`config.mk`:
```
export PLATFORM = sky130hd
export DESIGN_NAME = avr_alu_logic_arith_execute_top_flat
export DESIGN_NICKNAME = d
export VERILOG_FILES = /design/src/design/avr_alu_pkg.sv /design/src/design/avr_alu_in_if.sv /design/src/design/avr_alu_out_if.sv /design/src/design/avr_alu_front.sv /design/src/design/avr_alu_back.sv /design/src/design/avr_alu_logic_arith_execute_top.sv /design/src/flat_wrapper.sv
export SDC_FILE = /design/constraint.sdc
export NUM_CORES = 1
export LEC_CHECK = 0
export ABC_AREA = 1
export BUFFER_PORTS_ARGS = -buffer_cell sky130_fd_sc_hd__buf_2
export CAP_MARGIN = 25
export CELL_PAD_IN_SITES_DETAIL_PLACEMENT = 1
export CELL_PAD_IN_SITES_GLOBAL_PLACEMENT = 2
export CORE_MARGIN = 8
export CORE_UTILIZATION = 25
export DETAILED_ROUTE_END_ITERATION = 10
export PLACE_DENSITY = 0.54
export SLEW_MARGIN = 20
export SYNTH_ARGS = -nofsm -noshare
export SYNTH_HDL_FRONTEND = slang
export SYNTH_SLANG_ARGS = --single-unit
export TNS_END_PERCENT = 10
```
`constraint.sdc`:
```
create_clock -name clk -period 4.5 [get_ports clk]
set_input_delay 0.675 -clock clk [delete_from_list [all_inputs] [get_ports clk]]
set_output_delay 0.675 -clock clk [all_outputs]
set_load 0.01 [all_outputs]
```
`src/design/avr_alu_pkg.sv`:
```
// ----------------------------------------------------------------------------
// avr_alu_pkg
// Shared types and constants for the AVR ALU execute block.
// ----------------------------------------------------------------------------
package avr_alu_pkg;

    typedef enum logic [2:0] {
        MODE_EOR = 3'd0,
        MODE_CPI = 3'd1,
        MODE_CPC = 3'd2,
        MODE_ORI = 3'd3,
        MODE_AND = 3'd4,
        MODE_ADD = 3'd5
    } alu_mode_t;

    localparam int FLAG_C = 0;
    localparam int FLAG_Z = 1;
    localparam int FLAG_N = 2;
    localparam int FLAG_V = 3;
    localparam int FLAG_S = 4;
    localparam int FLAG_H = 5;

    localparam int REG_COUNT  = 32;
    localparam int REG_AW     = 5;
    localparam int QUEUE_DEPTH = 2;

    typedef struct packed {
        alu_mode_t         mode;
        logic [REG_AW-1:0] dest;
        logic [REG_AW-1:0] src;
        logic [7:0]        imm;
        logic              use_imm;
        logic              wr;
    } alu_op_t;

endpackage

```
`src/design/avr_alu_in_if.sv`:
```
// ----------------------------------------------------------------------------
// avr_alu_in_if
// Instruction channel: operation mode and instruction word with valid/ready.
// ----------------------------------------------------------------------------
interface avr_alu_in_if;
    logic        valid;
    logic        ready;
    logic [2:0]  mode;
    logic [15:0] instr_word;

    modport source (output valid, output mode, output instr_word, input ready);
    modport sink (input valid, input mode, input instr_word, output ready);
endinterface

```
`src/design/avr_alu_out_if.sv`:
```
// ----------------------------------------------------------------------------
// avr_alu_out_if
// Result channel: ALU result, destination, write flag and status register.
// ----------------------------------------------------------------------------
interface avr_alu_out_if;
    logic       valid;
    logic       ready;
    logic [7:0] result_byte;
    logic [4:0] dest_index;
    logic       dest_written;
    logic [7:0] status_after;

    modport source (output valid, output result_byte, output dest_index,
                    output dest_written, output status_after, input ready);
    modport sink (input valid, input result_byte, input dest_index,
                  input dest_written, input status_after, output ready);
endinterface

```
`src/design/avr_alu_front.sv`:
```
// ----------------------------------------------------------------------------
// avr_alu_front
// Accepts instructions, decodes register and immediate fields, and queues
// the decoded operations for the execute side.
// ----------------------------------------------------------------------------
module avr_alu_front
    import avr_alu_pkg::*;
(
    input  logic          clk,
    input  logic          rst_n,
    avr_alu_in_if.sink    in_ch,
    output alu_op_t       q_op,
    output logic          q_valid,
    input  logic          q_ready
);

    localparam int PTR_W = $clog2(QUEUE_DEPTH);
    localparam int CNT_W = $clog2(QUEUE_DEPTH + 1);

    alu_op_t           entries_reg [QUEUE_DEPTH];
    logic [PTR_W-1:0]  wr_ptr_reg;
    logic [PTR_W-1:0]  wr_ptr_next;
    logic [PTR_W-1:0]  rd_ptr_reg;
    logic [PTR_W-1:0]  rd_ptr_next;
    logic [CNT_W-1:0]  count_reg;
    logic [CNT_W-1:0]  count_next;
    logic              push;
    logic              pop;
    alu_op_t           dec_op;
    alu_mode_t         mode;
    logic [15:0]       w;

    assign w    = in_ch.instr_word;
    assign mode = alu_mode_t'(in_ch.mode);

    always_comb
    begin
        dec_op.mode    = mode;
        dec_op.dest    = w[8:4];
        dec_op.src     = {w[9], w[3:0]};
        dec_op.imm     = {w[11:8], w[3:0]};
        dec_op.use_imm = 1'b0;
        dec_op.wr      = 1'b0;
        case (mode)
            MODE_EOR, MODE_AND, MODE_ADD:
            begin
                dec_op.wr = 1'b1;
            end
            MODE_ORI:
            begin
                dec_op.dest    = {1'b1, w[7:4]};
                dec_op.use_imm = 1'b1;
                dec_op.wr      = 1'b1;
            end
            MODE_CPI:
            begin
                dec_op.dest    = {1'b1, w[7:4]};
                dec_op.use_imm = 1'b1;
            end
            default:
            begin
                dec_op.wr = 1'b0;
            end
        endcase
    end

    assign in_ch.ready = (count_reg != CNT_W'(QUEUE_DEPTH));
    assign q_valid     = (count_reg != '0);
    assign q_op        = entries_reg[rd_ptr_reg];
    assign push        = in_ch.valid && in_ch.ready;
    assign pop         = q_valid && q_ready;

    always_comb
    begin
        wr_ptr_next = wr_ptr_reg;
        rd_ptr_next = rd_ptr_reg;
        count_next  = count_reg;
        if (push)
        begin
            wr_ptr_next = (wr_ptr_reg == PTR_W'(QUEUE_DEPTH - 1)) ? '0 : wr_ptr_reg + 1'b1;
        end
        if (pop)
        begin
            rd_ptr_next = (rd_ptr_reg == PTR_W'(QUEUE_DEPTH - 1)) ? '0 : rd_ptr_reg + 1'b1;
        end
        if (push && !pop)
        begin
            count_next = count_reg + 1'b1;
        end
        else if (pop && !push)
        begin
            count_next = count_reg - 1'b1;
        end
    end

    always_ff @(posedge clk or negedge rst_n)
    begin
        if (!rst_n)
        begin
            wr_ptr_reg <= '0;
            rd_ptr_reg <= '0;
            count_reg  <= '0;
        end
        else
        begin
            wr_ptr_reg <= wr_ptr_next;
            rd_ptr_reg <= rd_ptr_next;
            count_reg  <= count_next;
        end
    end

    always_ff @(posedge clk)
    begin
        if (push)
        begin
            entries_reg[wr_ptr_reg] <= dec_op;
        end
    end

endmodule

```
`src/design/avr_alu_back.sv`:
```
// ----------------------------------------------------------------------------
// avr_alu_back
// Reads operands from the register file, executes the operation, updates
// the status register and holds the result in an output register.
// ----------------------------------------------------------------------------
module avr_alu_back
    import avr_alu_pkg::*;
(
    input  logic           clk,
    input  logic           rst_n,
    input  alu_op_t        q_op,
    input  logic           q_valid,
    output logic           q_ready,
    avr_alu_out_if.source  out_ch
);

    logic [7:0]           regfile_reg [REG_COUNT];
    logic [REG_COUNT-1:0] written_reg;
    logic [7:0]           raw_a_reg;
    logic [7:0]           raw_b_reg;
    logic                 vld_a_reg;
    logic                 vld_b_reg;
    logic                 byp_a_reg;
    logic                 byp_b_reg;
    logic [7:0]           fwd_reg;
    alu_op_t              op_reg;
    logic                 busy_reg;
    logic                 busy_next;
    logic [7:0]           status_reg;
    logic                 out_valid_reg;
    logic                 out_valid_next;
    logic [7:0]           out_result_reg;
    logic [4:0]           out_dest_reg;
    logic                 out_wr_reg;
    logic [7:0]           out_status_reg;

    logic                 done;
    logic                 load;
    logic                 wr_fire;
    logic [7:0]           a;
    logic [7:0]           b;
    logic [7:0]           res;
    logic [7:0]           s;
    logic                 a7, b7, r7, a3, b3, r3;

    assign done    = busy_reg && (!out_valid_reg || out_ch.ready);
    assign load    = q_valid && (!busy_reg || done);
    assign q_ready = !busy_reg || done;
    assign wr_fire = done && op_reg.wr;

    assign a = byp_a_reg ? fwd_reg : (vld_a_reg ? raw_a_reg : 8'h00);
    assign b = op_reg.use_imm ? op_reg.imm
             : (byp_b_reg ? fwd_reg : (vld_b_reg ? raw_b_reg : 8'h00));

    always_comb
    begin
        s   = status_reg;
        res = 8'h00;
        case (op_reg.mode)
            MODE_EOR: res = a ^ b;
            MODE_ORI: res = a | b;
            MODE_AND: res = a & b;
            MODE_CPI: res = a - b;
            MODE_CPC: res = a - b - {7'd0, status_reg[FLAG_C]};
            MODE_ADD: res = a + b;
            default:  res = 8'h00;
        endcase
        a7 = a[7];
        b7 = b[7];
        r7 = res[7];
        a3 = a[3];
        b3 = b[3];
        r3 = res[3];
        case (op_reg.mode)
            MODE_EOR, MODE_ORI, MODE_AND:
            begin
                s[FLAG_Z] = (res == 8'h00);
                s[FLAG_V] = 1'b0;
                s[FLAG_N] = r7;
                s[FLAG_S] = r7;
            end
            MODE_CPI, MODE_CPC:
            begin
                s[FLAG_C] = (!a7 && b7) || (b7 && r7) || (r7 && !a7);
                s[FLAG_V] = (a7 && !b7 && !r7) || (!a7 && b7 && r7);
                s[FLAG_H] = (!a3 && b3) || (b3 && r3) || (r3 && !a3);
                if (op_reg.mode == MODE_CPI)
                begin
                    s[FLAG_Z] = (res == 8'h00);
                end
                else if (res != 8'h00)
                begin
                    s[FLAG_Z] = 1'b0;
                end
                s[FLAG_N] = r7;
                s[FLAG_S] = r7 ^ s[FLAG_V];
            end
            MODE_ADD:
            begin
                s[FLAG_C] = (a7 && b7) || (b7 && !r7) || (!r7 && a7);
                s[FLAG_V] = (a7 && b7 && !r7) || (!a7 && !b7 && r7);
                s[FLAG_H] = (a3 && b3) || (b3 && !r3) || (!r3 && a3);
                s[FLAG_Z] = (res == 8'h00);
                s[FLAG_N] = r7;
                s[FLAG_S] = r7 ^ s[FLAG_V];
            end
            default:
            begin
                s = status_reg;
            end
        endcase
    end

    always_comb
    begin
        busy_next = busy_reg;
        if (load)
        begin
            busy_next = 1'b1;
        end
        else if (done)
        begin
            busy_next = 1'b0;
        end
        out_valid_next = out_valid_reg;
        if (done)
        begin
            out_valid_next = 1'b1;
        end
        else if (out_ch.ready)
        begin
            out_valid_next = 1'b0;
        end
    end

    always_ff @(posedge clk or negedge rst_n)
    begin
        if (!rst_n)
        begin
            busy_reg      <= 1'b0;
            out_valid_reg <= 1'b0;
            status_reg    <= 8'h00;
            written_reg   <= '0;
        end
        else
        begin
            busy_reg      <= busy_next;
            out_valid_reg <= out_valid_next;
            if (done)
            begin
                status_reg <= s;
            end
            if (wr_fire)
            begin
                written_reg[op_reg.dest] <= 1'b1;
            end
        end
    end

    always_ff @(posedge clk)
    begin
        if (wr_fire)
        begin
            regfile_reg[op_reg.dest] <= res;
        end
        if (load)
        begin
            raw_a_reg <= regfile_reg[q_op.dest];
            raw_b_reg <= regfile_reg[q_op.src];
            vld_a_reg <= written_reg[q_op.dest];
            vld_b_reg <= written_reg[q_op.src];
            byp_a_reg <= wr_fire && (op_reg.dest == q_op.dest);
            byp_b_reg <= wr_fire && (op_reg.dest == q_op.src);
            fwd_reg   <= res;
            op_reg    <= q_op;
        end
        if (done)
        begin
            out_result_reg <= res;
            out_dest_reg   <= op_reg.dest;
            out_wr_reg     <= op_reg.wr;
            out_status_reg <= s;
        end
    end

    assign out_ch.valid        = out_valid_reg;
    assign out_ch.result_byte  = out_result_reg;
    assign out_ch.dest_index   = out_dest_reg;
    assign out_ch.dest_written = out_wr_reg;
    assign out_ch.status_after = out_status_reg;

endmodule

```
`src/design/avr_alu_logic_arith_execute_top.sv`:
```
// ----------------------------------------------------------------------------
// avr_alu_logic_arith_execute_top
// AVR 8-bit ALU execute block with register file and status register.
// ----------------------------------------------------------------------------
// Instructions arrive on in_ch as a mode and a 16-bit instruction word; each
// transfer yields exactly one result transfer on out_ch carrying the result
// byte, the destination register, a write flag and the new status register.
// The front decodes each instruction into a two-entry queue. The back reads
// both operands from the 32-entry register file into registers, executes
// the operation, writes back and updates the flags, and loads the output
// register.
// An instruction passes from its queue entry through the operand registers
// to the output register; one instruction per cycle while out_ch is ready.
// A dependent instruction directly behind its producer takes the result
// through a forwarding path. When out_ch stalls, the execute stage holds
// and the queue fills, then in_ch.ready drops; no result is lost or repeated.
// Reset clears the queue, the pipeline, the status register and the written
// marks of the register file, so every register reads as zero until it is
// first written.
// ----------------------------------------------------------------------------
module avr_alu_logic_arith_execute_top
    import avr_alu_pkg::*;
(
    input  logic           clk,
    input  logic           rst_n,
    avr_alu_in_if.sink     in_ch,
    avr_alu_out_if.source  out_ch
);

    alu_op_t q_op;
    logic    q_valid;
    logic    q_ready;

    avr_alu_front u_front
    (
        .clk     (clk),
        .rst_n   (rst_n),
        .in_ch   (in_ch),
        .q_op    (q_op),
        .q_valid (q_valid),
        .q_ready (q_ready)
    );

    avr_alu_back u_back
    (
        .clk     (clk),
        .rst_n   (rst_n),
        .q_op    (q_op),
        .q_valid (q_valid),
        .q_ready (q_ready),
        .out_ch  (out_ch)
    );

endmodule
```
`src/flat_wrapper.sv`:
```
// flat-port wrapper written by rule: the top's interface ports become plain ports
module avr_alu_logic_arith_execute_top_flat import avr_alu_pkg::*;
  (clk, rst_n, in_ch_valid, in_ch_mode, in_ch_instr_word, in_ch_ready, out_ch_valid, out_ch_result_byte, out_ch_dest_index, out_ch_dest_written, out_ch_status_after, out_ch_ready);
  avr_alu_in_if in_ch_i ();
  avr_alu_out_if out_ch_i ();
  input  logic clk;
  input  logic rst_n;
  input wire logic [$bits(in_ch_i.valid)-1:0] in_ch_valid;
  input wire logic [$bits(in_ch_i.mode)-1:0] in_ch_mode;
  input wire logic [$bits(in_ch_i.instr_word)-1:0] in_ch_instr_word;
  output wire logic [$bits(in_ch_i.ready)-1:0] in_ch_ready;
  output wire logic [$bits(out_ch_i.valid)-1:0] out_ch_valid;
  output wire logic [$bits(out_ch_i.result_byte)-1:0] out_ch_result_byte;
  output wire logic [$bits(out_ch_i.dest_index)-1:0] out_ch_dest_index;
  output wire logic [$bits(out_ch_i.dest_written)-1:0] out_ch_dest_written;
  output wire logic [$bits(out_ch_i.status_after)-1:0] out_ch_status_after;
  input wire logic [$bits(out_ch_i.ready)-1:0] out_ch_ready;
  assign in_ch_i.valid = in_ch_valid;
  assign in_ch_i.mode = in_ch_mode;
  assign in_ch_i.instr_word = in_ch_instr_word;
  assign in_ch_ready = in_ch_i.ready;
  assign out_ch_valid = out_ch_i.valid;
  assign out_ch_result_byte = out_ch_i.result_byte;
  assign out_ch_dest_index = out_ch_i.dest_index;
  assign out_ch_dest_written = out_ch_i.dest_written;
  assign out_ch_status_after = out_ch_i.status_after;
  assign out_ch_i.ready = out_ch_ready;
  avr_alu_logic_arith_execute_top u_core (.clk(clk), .rst_n(rst_n), .in_ch(in_ch_i), .out_ch(out_ch_i));
endmodule
```
# Yosys cells after proc, flatten, opt, wreduce, memory -nomap -nowiden
# Memory sizes are Yosys's and may differ from the RTL's. A register that Yosys moved wholly into a read port is not among the register bits.
# Cells that the tools add are included.
[word_totals]
n_memories = 2
mem_bits_rw = 302
input_bits = 23
elab_cells = 144
register_bits = 94
output_inout_bits = 24
[memory_table]
columns = ["memory", "depth", "width", "rd", "rd_ports_with_merged_regs", "write_ports", "line", "rtl"]
rows = [
  ["u_core.u_back.regfile_reg", 32, 8, 2, 2, 1, "avr_alu_back.sv:17", "logic [7:0] regfile_reg [REG_COUNT];"],
  ["u_core.u_front.entries_reg", 2, 23, 1, 0, 1, "avr_alu_front.sv:20", "alu_op_t entries_reg [QUEUE_DEPTH];"],
]
[classes]
eq_ne = 12
reduce_logical = 60
magnitude_cmp = 4
bitwise = 6
addsub = 7
mux = 32
[op_table]
columns = ["operator", "count"]
rows = [
  ["$pmux W8 S6", 1],
  ["$mux W8", 5],
  ["$or A32 B32 Y32", 1],
  ["$logic_and A1 B1 Y1", 27],
  ["$lt A5 B6 Y1 const B", 3],
  ["$mux W1", 17],
  ["$eq A3 B3 Y1 const B", 4],
  ["$logic_or A1 B1 Y1", 12],
  ["$pmux W4 S3", 1],
  ["$bmux W1 S5", 2],
  ["$eq A5 B5 Y1", 2],
  ["$eq A3 B2 Y1 const B", 3],
  ["$logic_not A1 Y1", 9],
  ["$add A8 B8 Y8", 1],
  ["$and A8 B8 Y8", 1],
  ["$logic_not A8 Y1", 1],
  ["$or A8 B8 Y8", 1],
  ["$reduce_bool A2 Y1", 4],
  ["$reduce_bool A8 Y1", 1],
  ["$sub A8 B1 Y8", 1],
  ["$sub A8 B8 Y8", 1],
  ["$xor A8 B8 Y8", 1],
  ["$eq A3 B1 Y1 const B", 2],
  ["$logic_not A3 Y1", 2],
  ["13 further kinds", 18],
]

# Logic depth before layout (Yosys ltp)
# Gate-level depths: netlist of the first run.
[logic_depth]
word_depth = 11
ltp_mapped = 28
depth_no_buf = 27

# Modules after synthesis
# From an unflattened synthesis of the first run, not the netlist that was laid out.
[unflattened]
hier_cells = 1943
area_unflattened_um2 = 19792.7
[modules_own_cells]
columns = ["module", "instances", "area_per_inst_um2", "seq_area_each_um2", "cells_per_inst"]
rows = [
  ["avr_alu_back", 1, 18162.4, 10670.2, 1811],
  ["avr_alu_front", 1, 1630.3, 1181.1, 132],
]

# Worst setup path before layout of the first run
# No wires, ideal clock.
[synth_timing]
kind = "reg-to-reg"
from = "register u_core.u_back.op_reg[1] (netlist bit)"
to = "register u_core.u_back.out_status_reg[1], in the netlist u_core.u_back.out_ch.status_after[1], data pin"
setup_slack_ns = 0.631
t_arrival_ns = 3.590
t_required_ns = 4.220
setup_time_ns = 0.280
stages_incl_launch_ff = 16
n_path_buf = 1
synth_period_minus_slack_ns = 3.869
cell_sequence = "edfxtp_1 > inv_1 > buf_1 > nand2_1 > o21a_1 > ha_1 > fa_1 > ha_1 > o2111ai_1 > nor3_1 > nand2_1 > nor2_1 > nand3_1 > nor2_1 > nand2_1 > o21ai_2"
[synth_between]
elab_chain_cells = 8
word_cells_on_any_way = 13
cone_classes = "add/sub (3); mux (5); bitwise (3); reduce/logical (2)"
[synth_lines]
columns = ["element", "line", "rtl"]
rows = [
  ["start, declared", "avr_alu_back.sv:26", "alu_op_t op_reg;"],
  ["start signal, assigned", "avr_alu_back.sv:175", "op_reg <= q_op;"],
  ["$mux W8 (*)", "avr_alu_back.sv:52", "assign b = op_reg.use_imm ? op_reg.imm"],
  ["$sub A8 B8 Y8", "avr_alu_back.sv:63, avr_alu_back.sv:64", ""],
  ["$sub A8 B1 Y8", "avr_alu_back.sv:64", "MODE_CPC: res = a - b - {7'd0, status_reg[FLAG_C]};"],
  ["$pmux W8 S6 (*)", "avr_alu_back.sv:59", "case (op_reg.mode)"],
  ["via u_core.u_back.res[1]", "avr_alu_back.sv:42", "logic [7:0] res;"],
  ["$reduce_bool A8 Y1", "avr_alu_back.sv:91", "else if (res != 8'h00)"],
  ["$mux W1", "avr_alu_back.sv:91", ""],
  ["$mux W1", "avr_alu_back.sv:87", "if (op_reg.mode == MODE_CPI)"],
  ["$pmux W4 S3 (*)", "avr_alu_back.sv:74", "case (op_reg.mode)"],
  ["via u_core.u_back.s[1]", "avr_alu_back.sv:43", "logic [7:0] s;"],
  ["end signal, assigned", "avr_alu_back.sv:182", "out_status_reg <= s;"],
  ["end, declared", "avr_alu_back.sv:35", "logic [7:0] out_status_reg;"],
]
# Mark *: on every way through the listed nets, which the timed path passes. The rest lies on a longest branch.
# A chain may end at the register's enable or synchronous reset.

# Final worst setup path of the first run
[layout_timing]
from = "register u_core.u_back.vld_b_reg"
to = "memory u_core.u_back.regfile_reg[5][6], data pin"
[layout_between]
elab_chain_cells = 6
word_cells_on_any_way = 10
cone_classes = "add/sub (3); mux (4); bitwise (3)"
[layout_lines]
columns = ["element", "line", "rtl"]
rows = [
  ["start, declared", "avr_alu_back.sv:22", "logic vld_b_reg;"],
  ["start signal, assigned", "avr_alu_back.sv:171", "vld_b_reg <= written_reg[q_op.src];"],
  ["$mux W8 (*) (2 in a row)", "avr_alu_back.sv:53", ": (byp_b_reg ? fwd_reg : (vld_b_reg ? raw_b_reg : 8'h00));"],
  ["$mux W8 (*)", "avr_alu_back.sv:52", ""],
  ["$sub A8 B8 Y8", "avr_alu_back.sv:63, avr_alu_back.sv:64", ""],
  ["$sub A8 B1 Y8", "avr_alu_back.sv:64", ""],
  ["$pmux W8 S6 (*)", "avr_alu_back.sv:59", ""],
  ["via u_core.u_back.res[6]", "avr_alu_back.sv:42", ""],
  ["end, declared", "avr_alu_back.sv:17", ""],
]
# Marks and branches as above.

==> results of run 1 <==
[cell type report]
cell class / count / area (um^2)
clock inverter: 28 / 308
fill: 8770 / 54400
clock buffer: 67 / 1430
sequential: 402 / 11900
inverter: 90 / 343
timing repair buffer: 124 / 910
tap: 1040 / 1300
multi-input combinational: 1274 / 7030
[synth_stat cells (10+ instances only)]
cell type  instances  area [um^2]
edfxtp_1         358        10800
nor2_1           359         1350
buf_2             36          180
a22oi_1           16          120
o21ai_1           17         85.1
o22ai_1           39          244
ha_1              30          375
o221ai_1         114          998
o211ai_1          22          165
or2_2             35          219
o21ai_0          306         1530
nand3_2           10          100
clkbuf_1          77          289
nand2_1          133          499
buf_4             11         82.6
a31oi_1           31          194
inv_1             78          293
nand3_1           69          345
nand4_1           11         68.8
a21oi_1           20          100
dfrtp_1           44         1100
[critical path, stage by stage, from the launching register on]
cell and delay [ps]:
edfxtp_1 380, nand2_1 80, inv_1 130, a22oi_1 170
nand2_1 70, o21a_1 150, ha_1 250, fa_1 480
inv_1 110, nand2_2 60, nand2_2 80, nand2_1 50
nand2_1 70, nand2_2 80, or2_0 240, or2_1 230
a21oi_1 120, o21ai_1 120, nand2_1 200, buf_4 380
[placed cells by master, fill, tap and decap left out, types with 30 or more instances in the layout]
| cell | n |
|---|---|
| buf_4 | 77 |
| buf_2 | 40 |
| or2_2 | 35 |
| inv_1 | 76 |
| o22ai_1 | 39 |
| nand2_1 | 131 |
| o21ai_0 | 305 |
| dfrtp_1 | 44 |
| o221ai_1 | 112 |
| nor2_1 | 356 |
| clkbuf_16 | 53 |
| nand3_1 | 69 |
| edfxtp_1 | 358 |
| ha_1 | 30 |
| a31oi_1 | 31 |
[per-stage QoR]
| stage | setup WS (ps) | instance area, um^2 |
|---|---|---|
| finish | 769 | 23200 |
| global route | 390 | 23200 |
| CTS | 701 | 23200 |
| detailed placement | 729 | 21400 |
| global placement | 744 | 21400 |
| floorplan | 631 | 19600 |
[worst max-delay path by stage]
stage | startpoint | to | slack, ps | depth (start not counted)
finish | u_core.u_back.vld_b_reg | u_core.u_back.regfile_reg[5][6] | 770 | 19
global route | u_core.u_back.byp_a_reg | u_core.u_back.regfile_reg[5][6] | 390 | 20
CTS | u_core.u_back.vld_b_reg | u_core.u_back.regfile_reg[16][6] | 700 | 19
detailed placement | u_core.u_back.byp_a_reg | u_core.u_back.regfile_reg[14][6] | 730 | 20
global placement | u_core.u_back.vld_b_reg | u_core.u_back.regfile_reg[14][6] | 740 | 19
floorplan | u_core.u_back.op_reg[1] | u_core.u_back.out_ch.status_after[1] | 630 | 15
[cell families (layout without fill, tap and decap cells)]
logic type      after synthesis  count (layout)
compound gates              584             584
xor+xnor                     12              12
fa+ha+maj                    32              32
buf+inv                     215             309
flops                       402             402
other cells                   1               2
simple gates                644             644
[layer usage]
layer,share of wire,track usage
met3,0.037,0.0230
met4,0.032,0.0576
met5,0,0
met1,0.45,0.231
met2,0.48,0.298
==> impl_metrics.ini, run 1 <==
[outcome]
status = completed

[clock_network]
tritoncts = done
ctsHoldBuffers = 0
cts_buffer_depth = 3
htree_levels = 2
cts_sinks = 402
clock_latency_ps = 600
root_buffer = clkbuf_16
cts.repair.resized = 0
numCtsBuffers = 51
cts_setup_buffers = 0
clkTransAtPathRegs_ps = 60

[die]
die-area_um2 = 87800
die-height_um = 296
core-area_um2 = 77600
io_pins = 47
start_util = 0.253
die_w_um = 296
rows = 102

[setup_path]
rrSetupSlack_ps = 770
critPathArrivalTime_ps = 4100
startpoint_type = flip-flop
critPathKind = reg -> reg
crit-reg2reg-launch = u_core.u_back.vld_b_reg
crit_fanout = 33
endpoint_kind = flip-flop
r2r-end = u_core.u_back.regfile_reg[5][6]
cp.required_ps = 4870
ff2ff_path_depth = 19

[yosys]
ys_ff_latch = 402
syn_inst = 1890
synth_compound_area_frac = 0.183
synth_flop_cell = edfxtp_1
synthXorXnorAreaFrac = 0.00535
ys_warn_count = 0
yosys.area_share.simple = 0.141
yosys.area_share.adder = 0.0212
synth_mux_area_frac = 0
seq_area_frac_synth = 0.604
synth_cell_types = 43
synth_area_um2 = 19600
synth_edf_count = 358
synth_top_family_by_area = compound AO/OA/AOI/OAI gates
ys_async_sr_fraction = 0.109
syn_avg_cell_area_um2 = 10.4

[drt]
finalWirelength_um = 78800
viasPerCell = 5.21
drtIter0Drc = 1043
drc_errors = 0
drt_pass1_iterations = 5
wl_per_cell_um = 26.1
vias = 15800
antenna_left = 0

[timing]
rsz0062_at_grt = false
max_freq_mhz = 268
fin_skew_ps = 23.1
tns_ps = 0
min_period_ps = 3730
final_hold_viol_count = 0
setup_viol = 0
holdWs_ps = 236
worst_pin_slew_ps = 989
slew_viol_final = 0
period_share = 0.829
max_slew_margin = 0.341

[global_routing]
grt_start_max_net_pins = 146
grt_pass1_vias = 16700
antenna_found_initial = 1
gr-total-overflow = 0
grt_pass1_wl_um = 114000
grt_usage = 0.176

[finish]
final_util = 0.299
largest_reg_flops = 256
final_nets = 1998
drive_gt1_frac = 0.144
stdcell_count = 3025
syn_to_final_growth_pct = 18.0
antenna_cells = 0

[placed_design]
globalplace.congestion = 0.802
dp.cells = 2930
io_buffers = 40
hpwl_um = 48700

[min_path]
hold_path_class = in -> async

[job]
maxCapViolCount = 0
Power of run 1 is left out: the tool's default activity adds up to more than one toggle a clock period on the data nets, which glitch-free logic cannot reach.
==> run 2, diff against run 1 <==
--- a/config.mk
+++ b/config.mk
@@ -5,7 +5,7 @@
 export SDC_FILE = /design/constraint.sdc
 export NUM_CORES = 1
 export LEC_CHECK = 0
-export ABC_AREA = 1
+export ABC_AREA = 0
 export BUFFER_PORTS_ARGS = -buffer_cell sky130_fd_sc_hd__buf_2
 export CAP_MARGIN = 25
 export CELL_PAD_IN_SITES_DETAIL_PLACEMENT = 1
@@ -13,7 +13,7 @@
 export CORE_MARGIN = 8
 export CORE_UTILIZATION = 25
 export DETAILED_ROUTE_END_ITERATION = 10
-export PLACE_DENSITY = 0.54
+export PLACE_DENSITY = 0.56
 export SLEW_MARGIN = 20
 export SYNTH_ARGS = -nofsm -noshare
 export SYNTH_HDL_FRONTEND = slang
==> constraint.sdc (replaced) <==
create_clock -name clk -period 3.3 [get_ports clk]
set_input_delay 0.495 -clock clk [delete_from_list [all_inputs] [get_ports clk]]
set_output_delay 0.495 -clock clk [all_outputs]
set_load 0.01 [all_outputs]
==> impl_metrics.ini, run 2 <==
[yosys]
synth_compound_area_frac = 0.118
synth_area_um2 = 20200
ys_async_sr_fraction = 0.109
synth_mux_area_frac = 0.0124
yosysTopAreaCell = edfxtp_1
yosys.area_share.adder = 0.0205
ys_ff_latch = 402
yosys-top-cells-area = edfxtp_1 53%, nand2_1 11%, a311oi_1 5.5%
yosys.area_share.simple = 0.214
yosysMostFrequentCell = nand2_1
synth_flop_cell = edfxtp_1
syn_avg_cell_area_um2 = 10.5
synth_top_family_by_area = simple AND/OR/NAND/NOR gates
ys_warn_count = 0
syn_inst = 1933
synth_cell_types = 73
seq_area_frac_synth = 0.586
synth_commonest_cells = 613 x nand2_1, 358 x edfxtp_1, 126 x a311oi_1, 110 x and3_1, 84 x nand3_1
synth_edf_count = 358
yosysTopAreaCellShare = 0.532
synthXorXnorAreaFrac = 0.0119

[clock_network]
root_buffer = clkbuf_16
htree_levels = 2
clkTransAtPathRegs_ps = 60
numCtsBuffers = 50
clock_latency_ps = 610
tritoncts = done
cts_sinks = 402
cts_buffer_depth = 3

[outcome]
violations = setup timing
status = complete, but fails checks

[drt]
dr.max_layer_used = met4
drc_errors = 0
wl_per_cell_um = 25.2
drt_pass1_iterations = 5
wl_met1_um = 38000
wl_met2_um = 38900
drtIter0Drc = 1108
antenna_left = 0
viasPerCell = 5.12
wl_met3_um = 2880
finalWirelength_um = 81900
vias = 16600

[finish]
final_common_cell = nand2_1
layout_common_cells = 611 x nand2_1, 358 x edfxtp_1, 222 x buf_4
nFillCells = 8878
antenna_cells = 0
final_nets = 2207
drive_gt1_frac = 0.236
largest_reg_flops = 256
syn_to_final_growth_pct = 28.0
stdcell_count = 3253

[placed_design]
hpwl_um = 55600
io_buffers = 40
dp.cells = 3145
globalplace.congestion = 0.817

[global_routing]
grt_pass1_wl_um = 121000
grt_pass1_vias = 17700
grt_start_max_net_pins = 49
antenna_found_initial = 2
grt_usage = 0.178
gr-total-overflow = 0

[timing]
worst_pin_slew_ps = 947
worst_slack_ps = -263
setup_viol = 148
period_share = 1.08
final_hold_viol_count = 0
max_slew_margin = 0.361
fin_skew_ps = 29.7
min_period_ps = 3560
slew_viol_final = 0
rsz0062_at_grt = true
max_freq_mhz = 281

[setup_path]
endpoint_kind = flip-flop
cp.required_ps = 3610
critPathArrivalTime_ps = 3870
critPathKind = reg -> reg
startpoint_type = flip-flop
crit_fanout = 34

[die]
die-area_um2 = 90200
io_pins = 47
start_util = 0.252
core-area_um2 = 80300
die-height_um = 300
die_w_um = 300
rows = 104

[job]
maxCapViolCount = 0

[min_path]
hold_path_class = in -> reg
==> run 2: worst paths after layout <==
check,start,endpoint,slack [ps],depth (start not counted)
max,u_core.u_back.byp_b_reg,u_core.u_back.regfile_reg[28][7],-260,15
min,in_ch_instr_word[5],u_core.u_front.entries_reg[0][16],80,1
max reg2reg,u_core.u_back.byp_b_reg,u_core.u_back.regfile_reg[28][7],-260,15
min reg2reg,u_core.u_back.busy_reg,u_core.u_back.out_ch.valid,490,1
max in group asynchronous,rst_n,u_core.u_back.busy_reg,1920,3
min in group asynchronous,rst_n,u_core.u_back.written_reg[21],490,2
==> run 2: area by class of cell <==
class | count | area (um^2) | area share
clock buffers | 73 | 1440 | 0.0556
inverters | 39 | 155 | 0.00599
repair buffers | 307 | 2650 | 0.102
clock inverters | 20 | 245 | 0.00947
flip-flops and latches | 402 | 11900 | 0.458
multi-input cells | 1352 | 8210 | 0.317
well taps | 1060 | 1330 | 0.0512
==> run 2: what timing repair did <==
item | in CTS | in global routing
cloned | 0 | 0
buffers inserted | 12 | 3
pin swaps | 26 | 10
endpoints found under the hold margin | 20 | 0
resized for setup | 66 | 16
hold buffers | 1 | 0
endpoints found under the setup margin | 149 | 217
==> run 2: worst max-delay path, cell delays in order, from the launching register on <==
cell	delay [ps]
edfxtp_1	390
buf_6	140
nor2b_4	200
a22oi_2	110
o21ai_2	180
ha_1	290
buf_4	160
buf_4	160
a21o_1	170
a21o_1	200
o2111a_1	240
a211o_1	250
o21ba_2	250
and3_4	240
clkinvlp_4	110
buf_12	170
==> run 2: routing by layer <==
layer  vias up  GRT usage
li1       7496          -
met1      8669      0.241
met2       356      0.300
met3       120     0.0185
met4         0     0.0519
met5         -          0
==> run 2: logic make-up after synthesis <==
group | count (synthesis)
AND/OR/NAND/NOR | 976
other | 1
adder cells (fa/ha/maj) | 32
multiplexers | 23
AO/OA/AOI/OAI | 293
buffers and inverters | 180
XOR/XNOR | 26
flip-flops | 402
==> run 2: metrics by stage <==
step / setup WS, ps / cell area (um^2) / TNS, ps / hold WS (ps) / utilization
detailed placement: -695 / 23700 / -54020 / 477 / 0.295
global route: -371 / 25900 / -43630 / 58.1 / 0.322
global placement: -669 / 23700 / -51410 / 473 / 0.295
floorplan: -164 / 20400 / -5890 / 199 / -
finish: -263 / 25900 / -24700 / 81.4 / 0.322
CTS: -250 / 25800 / -22580 / 38.1 / 0.321
Power of run 2 is left out for the same reason.
